[src/hw/rtl/h_bridge_drive_with_kick_and_brake_core_assert.svh]
// Assertion macros used by the core RTL.
`ifndef H_BRIDGE_DRIVE_WITH_KICK_AND_BRAKE_CORE_ASSERT_SVH
`define H_BRIDGE_DRIVE_WITH_KICK_AND_BRAKE_CORE_ASSERT_SVH

`ifndef ASSERT_OFF
`define HBD_ASSERT_SAME(label, clk, rst_n, ante, cons) \
    label: assert property (@(posedge clk) disable iff (!rst_n) (ante) |-> (cons)) \
        else $error("assertion failed");
`define HBD_ASSERT_NEXT(label, clk, rst_n, ante, cons) \
    label: assert property (@(posedge clk) disable iff (!rst_n) (ante) |=> (cons)) \
        else $error("assertion failed");
`else
`define HBD_ASSERT_SAME(label, clk, rst_n, ante, cons)
`define HBD_ASSERT_NEXT(label, clk, rst_n, ante, cons)
`endif

`endif

[src/hw/rtl/hbd_pkg.sv]
package hbd_pkg;

    localparam int PWM_COUNT_MAX = 1000;
    localparam int SIDES         = 2;

    localparam int OUT_SLOTS    = 2;
    localparam int ACTIVE_SIDES = (SIDES < OUT_SLOTS) ? SIDES : OUT_SLOTS;
    localparam int SIDE_W       = 1;

    localparam int TGT_W   = 14;
    localparam int DUTY_W  = 14;
    localparam int MAG_W   = 13;
    localparam int TICK_W  = 7;
    localparam int COUNT_W = 10;
    localparam int FRAC_W  = 12;
    localparam int PWM_W   = 16;
    localparam int PROD1_W = 2 * MAG_W;
    localparam int PROD2_W = MAG_W + PWM_W;
    localparam int RAW_W   = PROD2_W - FRAC_W;

    localparam int IN_DATA_W  = 32;
    localparam int OUT_DATA_W = 40;
    localparam int CFG_IDX_W  = 3;
    localparam int CFG_DATA_W = 13;

    localparam logic [MAG_W-1:0]        FULL_C     = MAG_W'(4096);
    localparam logic signed [TGT_W-1:0] TGT_MAX    = TGT_W'(4096);
    localparam logic signed [TGT_W-1:0] TGT_MIN    = -TGT_W'(4096);
    localparam logic [PWM_W-1:0]        PWM_MAX    = PWM_W'(PWM_COUNT_MAX);
    localparam logic [COUNT_W-1:0]      COAST_COUNT = COUNT_W'(PWM_COUNT_MAX);

    localparam logic [CFG_IDX_W-1:0] REG_MIN_RUN     = 3'd0;
    localparam logic [CFG_IDX_W-1:0] REG_KICK_DUTY   = 3'd1;
    localparam logic [CFG_IDX_W-1:0] REG_KICK_TICKS  = 3'd2;
    localparam logic [CFG_IDX_W-1:0] REG_BRAKE_TICKS = 3'd3;
    localparam logic [CFG_IDX_W-1:0] REG_MAX_DUTY    = 3'd4;

    typedef enum logic [2:0] {
        ST_IDLE,
        ST_MAP,
        ST_APPLY,
        ST_SCALE,
        ST_DRIVE,
        ST_DONE
    } t_state;

    typedef struct packed {
        logic              capture;
        logic              map;
        logic              apply;
        logic              scale;
        logic              drive;
        logic              load;
        logic [SIDE_W-1:0] side;
    } t_cmd;

    function automatic logic [MAG_W-1:0] cap_full(input logic [MAG_W-1:0] v);
        return (v > FULL_C) ? FULL_C : v;
    endfunction

    function automatic logic signed [TGT_W-1:0] sat_target(
        input logic signed [TGT_W-1:0] t
    );
        logic signed [TGT_W-1:0] r;
        r = t;
        if (t > TGT_MAX) r = TGT_MAX;
        if (t < TGT_MIN) r = TGT_MIN;
        return r;
    endfunction

endpackage

[src/hw/rtl/h_bridge_drive_with_kick_and_brake_core.sv]
// Two-sided H-bridge drive. Each input transaction carries a signed throttle
// target per side (4096 is full scale); the block maps it above min_run, applies
// a start kick from standstill, clamps to max_duty, brakes on a reversal and
// returns one output transaction with inverted-polarity pin counts (0 drives the
// pin high, 1000 drives it low). The sides are processed one after the other by
// a four-step datapath (map multiply, throttle update, clamp and PWM multiply,
// pin decision). After the last side the output register is loaded once the
// previous output has been taken, and the block returns to idle; it accepts a
// new item only while idle. Registers are written through the cfg channel, index
// per register: min_run, kick_duty, kick_ticks, brake_ticks, max_duty.
`include "h_bridge_drive_with_kick_and_brake_core_assert.svh"

module h_bridge_drive_with_kick_and_brake_core import hbd_pkg::*; (
    input  logic                  i_clk,
    input  logic                  i_rst_n,
    input  logic                  s_axis_tvalid,
    output logic                  s_axis_tready,
    // [13:0] left_target, [27:14] right_target, [31:28] zero
    input  logic [IN_DATA_W-1:0]  s_axis_tdata,
    output logic                  m_axis_tvalid,
    input  logic                  m_axis_tready,
    // [9:0] left_fwd_count, [19:10] left_rev_count,
    // [29:20] right_fwd_count, [39:30] right_rev_count
    output logic [OUT_DATA_W-1:0] m_axis_tdata,
    input  logic                  i_cfg_valid,
    output logic                  o_cfg_ready,
    input  logic [CFG_IDX_W-1:0]  i_cfg_index,
    input  logic [CFG_DATA_W-1:0] i_cfg_data
);

    t_cmd w_cmd;

    assign o_cfg_ready = 1'b1;

    hbd_ctrl u_ctrl (
        .i_clk       (i_clk),
        .i_rst_n     (i_rst_n),
        .i_in_valid  (s_axis_tvalid),
        .o_in_ready  (s_axis_tready),
        .i_out_ready (m_axis_tready),
        .o_out_valid (m_axis_tvalid),
        .o_cmd       (w_cmd)
    );

    hbd_datapath u_datapath (
        .i_clk       (i_clk),
        .i_rst_n     (i_rst_n),
        .i_cmd       (w_cmd),
        .i_targets   (s_axis_tdata[2*TGT_W-1:0]),
        .i_cfg_we    (i_cfg_valid & o_cfg_ready),
        .i_cfg_index (i_cfg_index),
        .i_cfg_data  (i_cfg_data),
        .o_out_data  (m_axis_tdata)
    );

    `HBD_ASSERT_NEXT(a_busy_after_accept, i_clk, i_rst_n, s_axis_tvalid && s_axis_tready, !s_axis_tready)
    `HBD_ASSERT_SAME(a_left_pins, i_clk, i_rst_n, m_axis_tvalid, (m_axis_tdata[9:0] == COAST_COUNT) || (m_axis_tdata[19:10] == COAST_COUNT) || (m_axis_tdata[19:0] == '0))
    `HBD_ASSERT_SAME(a_right_pins, i_clk, i_rst_n, m_axis_tvalid, (m_axis_tdata[29:20] == COAST_COUNT) || (m_axis_tdata[39:30] == COAST_COUNT) || (m_axis_tdata[39:20] == '0))

endmodule

[src/hw/rtl/hbd_ctrl.sv]
module hbd_ctrl import hbd_pkg::*; (
    input  logic i_clk,
    input  logic i_rst_n,
    input  logic i_in_valid,
    output logic o_in_ready,
    input  logic i_out_ready,
    output logic o_out_valid,
    output t_cmd o_cmd
);

    localparam logic [SIDE_W-1:0] LAST_SIDE = SIDE_W'(ACTIVE_SIDES - 1);

    t_state            r_state, n_state;
    logic [SIDE_W-1:0] r_side, n_side;
    logic              r_out_valid, n_out_valid;
    logic              w_load;

    always_ff @(posedge i_clk) begin
        if (!i_rst_n) begin
            r_state     <= ST_IDLE;
            r_side      <= '0;
            r_out_valid <= 1'b0;
        end else begin
            r_state     <= n_state;
            r_side      <= n_side;
            r_out_valid <= n_out_valid;
        end
    end

    always_comb begin
        n_state = r_state;
        n_side  = r_side;
        case (r_state)
            ST_IDLE: begin
                n_side = '0;
                if (i_in_valid) n_state = ST_MAP;
            end
            ST_MAP:   n_state = ST_APPLY;
            ST_APPLY: n_state = ST_SCALE;
            ST_SCALE: n_state = ST_DRIVE;
            ST_DRIVE: begin
                if (r_side == LAST_SIDE) begin
                    n_state = ST_DONE;
                end else begin
                    n_side  = r_side + 1'b1;
                    n_state = ST_MAP;
                end
            end
            ST_DONE: begin
                if (!r_out_valid || i_out_ready) n_state = ST_IDLE;
            end
            default: n_state = ST_IDLE;
        endcase
    end

    always_comb begin
        o_cmd         = '0;
        o_cmd.side    = r_side;
        o_in_ready    = 1'b0;
        w_load        = 1'b0;
        case (r_state)
            ST_IDLE: begin
                o_in_ready    = 1'b1;
                o_cmd.capture = i_in_valid;
            end
            ST_MAP:   o_cmd.map   = 1'b1;
            ST_APPLY: o_cmd.apply = 1'b1;
            ST_SCALE: o_cmd.scale = 1'b1;
            ST_DRIVE: o_cmd.drive = 1'b1;
            ST_DONE:  w_load      = !r_out_valid || i_out_ready;
            default: ;
        endcase
        o_cmd.load = w_load;
    end

    assign n_out_valid = w_load || (r_out_valid && !i_out_ready);
    assign o_out_valid = r_out_valid;

endmodule

[src/hw/rtl/hbd_datapath.sv]
module hbd_datapath import hbd_pkg::*; (
    input  logic                  i_clk,
    input  logic                  i_rst_n,
    input  t_cmd                  i_cmd,
    input  logic [2*TGT_W-1:0]    i_targets,
    input  logic                  i_cfg_we,
    input  logic [CFG_IDX_W-1:0]  i_cfg_index,
    input  logic [CFG_DATA_W-1:0] i_cfg_data,
    output logic [OUT_DATA_W-1:0] o_out_data
);

    logic [MAG_W-1:0]  r_min_run, r_kick_duty, r_max_duty;
    logic [TICK_W-1:0] r_kick_ticks, r_brake_ticks;

    logic signed [DUTY_W-1:0] r_applied [ACTIVE_SIDES];
    logic [TICK_W-1:0]        r_kick    [ACTIVE_SIDES];
    logic [TICK_W-1:0]        r_brake   [ACTIVE_SIDES];
    logic signed [DUTY_W-1:0] r_prev    [ACTIVE_SIDES];

    logic signed [TGT_W-1:0]  r_tgt [OUT_SLOTS];
    logic signed [TGT_W-1:0]  r_t;
    logic [PROD1_W-1:0]       r_prod1;
    logic signed [DUTY_W-1:0] r_d;
    logic [PROD2_W-1:0]       r_prod2;
    logic [COUNT_W-1:0]       r_fwd [OUT_SLOTS];
    logic [COUNT_W-1:0]       r_rev [OUT_SLOTS];
    logic [OUT_DATA_W-1:0]    r_out;

    logic [MAG_W-1:0]         w_lo, w_m, w_k, w_lim, w_mag, w_abs;
    logic signed [TGT_W-1:0]  w_t;
    logic signed [DUTY_W-1:0] w_mapped, w_d, w_lim_s;
    logic signed [DUTY_W-1:0] n_applied;
    logic [TICK_W-1:0]        n_kick, n_brake;
    logic [RAW_W-1:0]         w_raw;
    logic [PWM_W-1:0]         w_act;
    logic [COUNT_W-1:0]       n_fwd, n_rev;
    logic signed [DUTY_W-1:0] w_p;

    assign w_lo    = cap_full(r_min_run);
    assign w_k     = cap_full(r_kick_duty);
    assign w_lim   = cap_full(r_max_duty);
    assign w_lim_s = $signed({1'b0, w_lim});

    // map step
    always_comb begin
        w_t   = sat_target(r_tgt[i_cmd.side]);
        w_mag = w_t[TGT_W-1] ? MAG_W'(-w_t) : MAG_W'(w_t);
    end

    // throttle update
    always_comb begin
        w_m       = w_lo + MAG_W'(r_prod1 >> FRAC_W);
        w_mapped  = r_t[TGT_W-1] ? -$signed({1'b0, w_m}) : $signed({1'b0, w_m});
        n_applied = r_applied[i_cmd.side];
        n_kick    = r_kick[i_cmd.side];
        if (r_t == '0) begin
            n_applied = '0;
            n_kick    = '0;
        end else if (r_kick[i_cmd.side] != '0) begin
            n_kick = r_kick[i_cmd.side] - 1'b1;
            if (n_kick == '0) n_applied = w_mapped;
        end else if (r_applied[i_cmd.side] == '0) begin
            n_kick    = r_kick_ticks;
            n_applied = r_t[TGT_W-1] ? -$signed({1'b0, w_k}) : $signed({1'b0, w_k});
        end else begin
            n_applied = w_mapped;
        end
    end

    // clamp step
    always_comb begin
        w_d = r_applied[i_cmd.side];
        if (w_d > w_lim_s) w_d = w_lim_s;
        if (w_d < -w_lim_s) w_d = -w_lim_s;
        w_abs = w_d[DUTY_W-1] ? MAG_W'(-w_d) : MAG_W'(w_d);
    end

    // pin drive
    always_comb begin
        w_raw = RAW_W'(r_prod2 >> FRAC_W);
        if (w_raw > RAW_W'(PWM_MAX)) w_raw = RAW_W'(PWM_MAX);
        w_act   = PWM_MAX - PWM_W'(w_raw);
        w_p     = r_prev[i_cmd.side];
        n_brake = '0;
        n_fwd   = COAST_COUNT;
        n_rev   = COAST_COUNT;
        if (r_brake[i_cmd.side] != '0) begin
            n_brake = r_brake[i_cmd.side] - 1'b1;
            n_fwd   = '0;
            n_rev   = '0;
        end else if (r_d == '0) begin
            n_fwd = COAST_COUNT;
            n_rev = COAST_COUNT;
        end else if ((w_p > 0 && r_d < 0) || (w_p < 0 && r_d > 0)) begin
            n_brake = r_brake_ticks;
            n_fwd   = '0;
            n_rev   = '0;
        end else if (r_d > 0) begin
            n_fwd = COUNT_W'(w_act);
        end else begin
            n_rev = COUNT_W'(w_act);
        end
    end

    always_ff @(posedge i_clk) begin
        if (!i_rst_n) begin
            r_min_run     <= MAG_W'(410);
            r_kick_duty   <= MAG_W'(2867);
            r_kick_ticks  <= TICK_W'(5);
            r_brake_ticks <= TICK_W'(5);
            r_max_duty    <= MAG_W'(4096);
        end else if (i_cfg_we) begin
            case (i_cfg_index)
                REG_MIN_RUN:     r_min_run     <= i_cfg_data;
                REG_KICK_DUTY:   r_kick_duty   <= i_cfg_data;
                REG_KICK_TICKS:  r_kick_ticks  <= i_cfg_data[TICK_W-1:0];
                REG_BRAKE_TICKS: r_brake_ticks <= i_cfg_data[TICK_W-1:0];
                REG_MAX_DUTY:    r_max_duty    <= i_cfg_data;
                default: ;
            endcase
        end
    end

    always_ff @(posedge i_clk) begin
        if (!i_rst_n) begin
            for (int s = 0; s < ACTIVE_SIDES; s++) begin
                r_applied[s] <= '0;
                r_kick[s]    <= '0;
                r_brake[s]   <= '0;
                r_prev[s]    <= '0;
            end
        end else begin
            if (i_cmd.apply) begin
                r_applied[i_cmd.side] <= n_applied;
                r_kick[i_cmd.side]    <= n_kick;
            end
            if (i_cmd.drive) begin
                r_brake[i_cmd.side] <= n_brake;
                if (n_brake == '0) r_prev[i_cmd.side] <= r_d;
            end
        end
    end

    always_ff @(posedge i_clk) begin
        if (i_cmd.capture) begin
            for (int s = 0; s < OUT_SLOTS; s++) begin
                r_tgt[s] <= i_targets[s*TGT_W +: TGT_W];
                r_fwd[s] <= COAST_COUNT;
                r_rev[s] <= COAST_COUNT;
            end
        end
        if (i_cmd.map) begin
            r_t     <= w_t;
            r_prod1 <= PROD1_W'(w_mag) * PROD1_W'(MAG_W'(FULL_C - w_lo));
        end
        if (i_cmd.scale) begin
            r_d     <= w_d;
            r_prod2 <= PROD2_W'(w_abs) * PROD2_W'(PWM_MAX);
        end
        if (i_cmd.drive) begin
            r_fwd[i_cmd.side] <= n_fwd;
            r_rev[i_cmd.side] <= n_rev;
        end
        if (i_cmd.load) begin
            r_out <= {r_rev[1], r_fwd[1], r_rev[0], r_fwd[0]};
        end
    end

    assign o_out_data = r_out;

endmodule
[config.mk]
export PLATFORM = sky130hd
export DESIGN_NAME = h_bridge_drive_with_kick_and_brake_core
export DESIGN_NICKNAME = d
export VERILOG_FILES = /design/src/hw/rtl/hbd_pkg.sv /design/src/hw/rtl/h_bridge_drive_with_kick_and_brake_core.sv /design/src/hw/rtl/hbd_ctrl.sv /design/src/hw/rtl/hbd_datapath.sv
export VERILOG_INCLUDE_DIRS = /design/src /design/src/hw/rtl
export SDC_FILE = /design/constraint.sdc
export NUM_CORES = 1
export LEC_CHECK = 0
export BUFFER_PORTS_ARGS = -buffer_cell sky130_fd_sc_hd__buf_2
export CORE_UTILIZATION = 35
export CTS_BUF_LIST = sky130_fd_sc_hd__clkbuf_8
export DETAILED_ROUTE_END_ITERATION = 10
export GPL_ROUTABILITY_DRIVEN = 1
export HOLD_SLACK_MARGIN = 0.12
export PLACE_DENSITY = 0.53
export REMOVE_ABC_BUFFERS = 1
export SKIP_LAST_GASP = 1
export SLEW_MARGIN = 10
export SYNTH_ARGS = -nofsm -noshare
export SYNTH_HDL_FRONTEND = slang
export SYNTH_HIERARCHICAL = 1
export SYNTH_SLANG_ARGS = --single-unit
[constraint.sdc]
create_clock -name i_clk -period 11.8 [get_ports i_clk]
set_input_delay 2.36 -clock i_clk [delete_from_list [all_inputs] [get_ports i_clk]]
set_output_delay 2.36 -clock i_clk [all_outputs]
set_load 0.02 [all_outputs]
==> flow_metrics.env, run 1 <==
export IMPL_status="finished, final reports clean"
export IMPL_period_share_pct=93.2
export IMPL_syn_avg_cell_area_um2=9.95
export IMPL_cts_sinks=302
export IMPL_drt_iter0_markers=954
export IMPL_area_delta_synth_final_pct=10.8
export IMPL_crit_top_cell="nor2_1"
export IMPL_grt_pass1_vias=17105
export IMPL_synth_top_area_share_pct=31.9
export IMPL_overflow=0
export IMPL_cts_setup_buffers=0
export IMPL_syn_area_mm2=0.0230
export IMPL_place_gp_congestion=0.838
export IMPL_synth_cell_types=99
export IMPL_fp_dieH_um=258
export IMPL_cts_tree="yes"
export IMPL_maxCapViolCount=0
export IMPL_num_vias=16684
export IMPL_synth_async_sr_flop_share_pct=0
export IMPL_grt_pass1_wl_mm=91.4
export IMPL_numPortBuffers=90
export IMPL_firstDrtPassIters=7
export IMPL_antenna_found_initial=1
export IMPL_worst_pin_slew_ps=1180
export IMPL_ys_seq_area_share_pct=36.9
export IMPL_core_area_mm2=0.0647
export IMPL_antenna_cells=0
export IMPL_io_pin_count=96
export IMPL_path_clk_slew_ps=60
export IMPL_layout_min_cycle_time_ps=11000
export IMPL_final_cells=3302
export IMPL_cts_root_buffer="clkbuf_8"
export IMPL_synth_edf_count=244
export IMPL_critPathMaxFanout=26
export IMPL_setup_worst_path_start_class="register"
export IMPL_cts_made_buffers=53
export IMPL_skew_ps=36.5
export IMPL_h_tree_depth=2
export IMPL_dp_cells=3204
export IMPL_hold_class="reg2reg"
export IMPL_crit_required_ps=12190
export IMPL_drive_gt1_share_pct=11.1
export IMPL_synth_ff_type="edfxtp_1"
export IMPL_dp_hpwl_mm=42.9
export IMPL_syn_inst=2309
export IMPL_hold_buffers=0
export IMPL_initial_utilization_pct=35.5
export IMPL_clk_path_buf_depth=3
export IMPL_crit_arrival_ps=11390
export IMPL_synth_common_cells="nand2_1 (314), inv_1 (245), edfxtp_1 (244), nor2_1 (200), fa_1 (161)"
export IMPL_setup_violations=0
export IMPL_yosys_area_top_type="edfxtp_1"
export IMPL_wl_per_cell_um=17.0
export IMPL_grt_start_max_net_pins=70
export IMPL_grtUsageTotal_pct=17.2
export IMPL_cp_end_kind="register"
export IMPL_crit_type="reg2reg"
export IMPL_drc=0
export IMPL_rows=93
export IMPL_relSlewSlack_pct=21.6
export IMPL_grt_setup_unrepaired="false"
export IMPL_ant_nets=0
export IMPL_wl_mm=56.2
export IMPL_drv_slew=0
export IMPL_clkLatencyLatePin_ps=660
export IMPL_max_stage_delay_ps=660
export IMPL_vias_per_cell=5.05
export IMPL_tns_ps=0
export IMPL_fmax_mhz=90.9
export IMPL_die_x_um=258
export IMPL_yosysMostFrequentCell="nand2_1"
export IMPL_cpMaxStageDelayCell="dfxtp_4"
export IMPL_synthTopCellsByArea="edfxtp_1 (32%), fa_1 (14%), ha_1 (8.6%)"
export IMPL_hold_viol_final=0
export IMPL_fin_nets=2776
export IMPL_synth_seq_cells=302
export IMPL_ys_warn_count=6
export IMPL_dieArea_mm2=0.0667
## layout by cell type (no fill, tap or decap), drive strengths merged, types with 43 or more instances in the layout
cell type,count
inv,271
nor3,43
dfxtp,58
o21ai,67
nor2b,49
clkbuf,60
nor2,200
ha,158
nand3,49
mux2i,47
edfxtp,244
xnor2,67
fa,161
buf,127
nand2,314
a21oi,78
## metrics by stage
stage / hold slack (ps) / cell area (um^2) / utilization (%) / setup WS (ps)
after floorplan: 400 / 22600 / - / 215
after global placement: 404 / 24400 / 37.7 / 974
after detailed placement: 405 / 24400 / 37.7 / 872
after CTS: 420 / 25400 / 39.3 / 799
after global routing: 424 / 25400 / 39.3 / 31.8
final: 419 / 25400 / 39.3 / 802
## per-layer routing
| layer | vias to the layer above | global-route usage (%) | share of wire (%) |
|---|---|---|---|
| li1 | 8065 | - | - |
| met1 | 8222 | 23.1 | 47 |
| met2 | 318 | 28.8 | 47 |
| met3 | 77 | 2.32 | 4.2 |
| met4 | 2 | 4.87 | 2.1 |
| met5 | - | 0 | 0.023 |
## cell type report
class / instances / area [um^2]
clock buffers: 60 / 826
clock inverters: 38 / 219
fillers: 6476 / 39200
inverters: 250 / 942
multi-input cells: 1670 / 13200
flip-flops and latches: 302 / 8490
well taps: 855 / 1070
repair buffers: 127 / 728
## timing repair
action | in CTS | in global routing
setup endpoints to repair | 0 | 3
endpoints found under the hold margin | 0 | 0
gates resized for setup | 0 | 3
## state kept, by name (all words and copies together), names as in the netlist
| signal | count |
|---|---|
| u_datapath/r_kick | 14 |
| u_datapath/o_out_data | 40 |
| u_datapath/r_kick_ticks | 7 |
| u_datapath/r_tgt | 28 |
| u_datapath/r_prev | 28 |
| u_datapath/r_brake_ticks | 7 |
| u_datapath/r_rev | 20 |
| u_datapath/r_fwd | 20 |
| u_datapath/r_prod1 | 13 |
| u_ctrl/r_state | 3 |
| u_datapath/r_brake | 14 |
| u_datapath/r_prod2 | 11 |
| u_datapath/r_kick_duty | 13 |
| u_datapath/r_t | 14 |
| u_datapath/r_max_duty | 13 |
| u_datapath/r_applied | 28 |
| u_ctrl/r_side | 1 |
| u_datapath/r_d | 14 |
| u_ctrl/o_out_valid | 1 |
| u_datapath/r_min_run | 13 |
## cells by family after synthesis
group	Yosys count	synth area share (%)
other cells	1	0.0163
flops	302	36.9
mux	62	2.89
compound gates	328	9.86
buf+inv	337	5.85
simple gates	857	17.9
fa+ha+maj	319	22.6
xor+xnor	103	3.93
## worst paths after layout
kind,startpoint,to,slack [ps],cells past startpoint
max,u_ctrl/r_side$_SDFFE_PN0P_,u_datapath/r_prod2[22]$_DFFE_PP_,800,39
min,u_datapath/r_rev[0][2]$_SDFFCE_PN0P_,u_datapath/o_out_data[12]$_DFFE_PP_,420,0
max reg2reg,u_ctrl/r_side$_SDFFE_PN0P_,u_datapath/r_prod2[22]$_DFFE_PP_,800,39
min reg2reg,u_datapath/r_rev[0][2]$_SDFFCE_PN0P_,u_datapath/o_out_data[12]$_DFFE_PP_,420,0
## critical path: cells and delay by family (launching register included)
family,cells,cell delay [ps]
compound gates,11,2660
buf+inv,5,610
mux,2,750
flops,1,660
simple gates,13,2650
fa+ha+maj,8,3390
Power of run 1 is left out: the tool's default activity adds up to more than one toggle a clock period on the data nets, which glitch-free logic cannot reach.
==> inputs of run 2 (changes only) <==
Settings changed: CTS_BUF_LIST sky130_fd_sc_hd__clkbuf_8 to default.
==> flow_metrics.env, run 2 (synthesis results as in run 1) <==
export IMPL_status="finished, final reports clean"
export IMPL_crit_type="reg2reg"
export IMPL_period_share_pct=93.6
export IMPL_whs_path_depth=0
export IMPL_rows=93
export IMPL_grt_pass1_wl_mm=91.4
export IMPL_overflow=0
export IMPL_dieArea_mm2=0.0667
export IMPL_use_met3_pct=2.25
export IMPL_io_pin_count=96
export IMPL_crit_arrival_ps=11340
export IMPL_antenna_found_initial=1
export IMPL_whs_ps=414
export IMPL_cts_setup_buffers=0
export IMPL_busiest_layer="met2"
export IMPL_multi_input_area_mm2=0.0132
export IMPL_cp_end_kind="register"
export IMPL_fp_dieH_um=258
export IMPL_met2_usage_pct=28.9
export IMPL_fmax_mhz=90.6
export IMPL_drt_iter0_markers=844
export IMPL_ff_latch_area_mm2=0.00849
export IMPL_setup_worst_path_start_class="register"
export IMPL_hold_viol_final=0
export IMPL_hold_start="u_datapath/r_rev[1][1]$_SDFFCE_PN0P_"
export IMPL_hold_class="reg2reg"
export IMPL_drc=0
export IMPL_largest_reg_flops=40
export IMPL_crit_required_ps=12090
export IMPL_h_tree_depth=2
export IMPL_grtUsageMet1_pct=23.3
export IMPL_wl_per_cell_um=17.1
export IMPL_firstDrtPassIters=5
export IMPL_critPathMaxFanout=26
export IMPL_initial_utilization_pct=35.5
export IMPL_cts_made_buffers=36
export IMPL_r2r_end="u_datapath/r_prod2[22]$_DFFE_PP_"
export IMPL_grt_start_max_net_pins=70
export IMPL_vias_per_cell=5.08
export IMPL_grt_pass1_vias=17053
export IMPL_grtUsageTotal_pct=17.1
export IMPL_core_area_mm2=0.0647
export IMPL_rrSetupSlack_ps=760
export IMPL_r2r_start="u_ctrl/r_side$_SDFFE_PN0P_"
export IMPL_final_cell_mix="nand2_1 (314), inv_1 (245), edfxtp_1 (244)"
export IMPL_place_gp_congestion=0.838
export IMPL_die_x_um=258
export IMPL_antenna_cells=0
export IMPL_drive_gt1_share_pct=10.5
export IMPL_n_fill_cell=6463
export IMPL_wl_mm=56.0
export IMPL_layout_min_cycle_time_ps=11040
export IMPL_cts_root_buffer="clkbuf_16"
export IMPL_crit_top_cell="nor2_1"
export IMPL_max_stage_delay_ps=660
export IMPL_area_delta_synth_final_pct=11.6
export IMPL_setup_violations=0
export IMPL_grt_setup_unrepaired="false"
export IMPL_dp_hpwl_mm=42.9
export IMPL_relSlewSlack_pct=24.1
export IMPL_fin_nets=2760
export IMPL_skew_ps=22.3
export IMPL_worstHoldEndpoint="u_datapath/o_out_data[31]$_DFFE_PP_"
export IMPL_maxCapViolCount=0
export IMPL_clkLatencyLatePin_ps=550
export IMPL_drv_slew=0
export IMPL_tns_ps=0
export IMPL_ant_nets=0
export IMPL_path_clk_slew_ps=60
export IMPL_numPortBuffers=90
export IMPL_cpMaxStageDelayCell="dfxtp_4"
export IMPL_worst_r2r_path_depth=39
export IMPL_num_vias=16604
export IMPL_layout_commonest_cell="nand2_1"
export IMPL_clk_path_buf_depth=3
export IMPL_worst_pin_slew_ps=1130
export IMPL_cts_sinks=302
export IMPL_cts_tree="yes"
-- run 2: cell types whose count changed in the layout (fill, tap and decap cells not counted), moves of 2 or more --
cell / delta
clkinvlp_4: +2
clkinv_2: -2
clkbuf_8: -60
inv_8: -2
inv_1: -20
bufinv_16: +4
clkbuf_16: +38
clkbuf_1: +8
-- run 2: worst max-delay path by stage --
stage                                                      start                                to  slack (ps)  depth (start not counted)
final                                 u_ctrl/r_side$_SDFFE_PN0P_  u_datapath/r_prod2[22]$_DFFE_PP_         760                         39
after floorplan                       u_ctrl/r_side$_SDFFE_PN0P_  u_datapath/r_prod2[22]$_DFFE_PP_         220                         37
after detailed placement              u_ctrl/r_side$_SDFFE_PN0P_  u_datapath/r_prod2[22]$_DFFE_PP_         870                         40
after global routing      u_datapath/r_max_duty[12]$_SDFFE_PN1P_  u_datapath/r_prod2[22]$_DFFE_PP_           8                         39
after global placement                u_ctrl/r_side$_SDFFE_PN0P_  u_datapath/r_prod2[22]$_DFFE_PP_         970                         40
after CTS                             u_ctrl/r_side$_SDFFE_PN0P_  u_datapath/r_prod2[22]$_DFFE_PP_         800                         40
-- run 2: worst max-delay path, delay by kind of cell, from the launching register on --
kind | cells | cell delay (ps)
buf+inv | 5 | 620
fa+ha+maj | 8 | 3410
mux | 2 | 740
simple gates | 13 | 2650
flops | 1 | 660
compound gates | 11 | 2680
-- run 2: layer usage --
| layer | wire [um] | share of wire [%] |
|---|---|---|
| met1 | 26200 | 47 |
| met2 | 26600 | 48 |
| met3 | 2150 | 3.8 |
| met4 | 997 | 1.8 |
| met5 | 13 | 0.023 |
-- run 2: per-stage QoR --
step	setup slack [ps]	cell area, um^2	instances	utilization, %
2_1_floorplan	215	22600	2222	-
3_3_place_gp	974	24400	3204	37.7
3_5_place_dp	872	24400	3204	37.7
4_1_cts	796	25600	3270	39.6
5_1_grt	8.15	25600	3271	39.6
6_report	758	25600	3271	39.6
-- run 2: area by class of cell --
cell class | instances | share of cell area (%)
Sequential cell | 302 | 33.1
Multi-Input combinational cell | 1670 | 51.4
Timing Repair Buffer | 128 | 2.90
Tap cell | 855 | 4.17
Inverter | 250 | 3.66
Clock inverter | 20 | 0.981
Clock buffer | 46 | 3.82
-- run 2: what timing repair did --
action                     in CTS  in global routing
setup endpoints to repair       0                  3
hold buffers                    0                  0
resized for setup               0                  2
Power of run 2 is left out for the same reason.
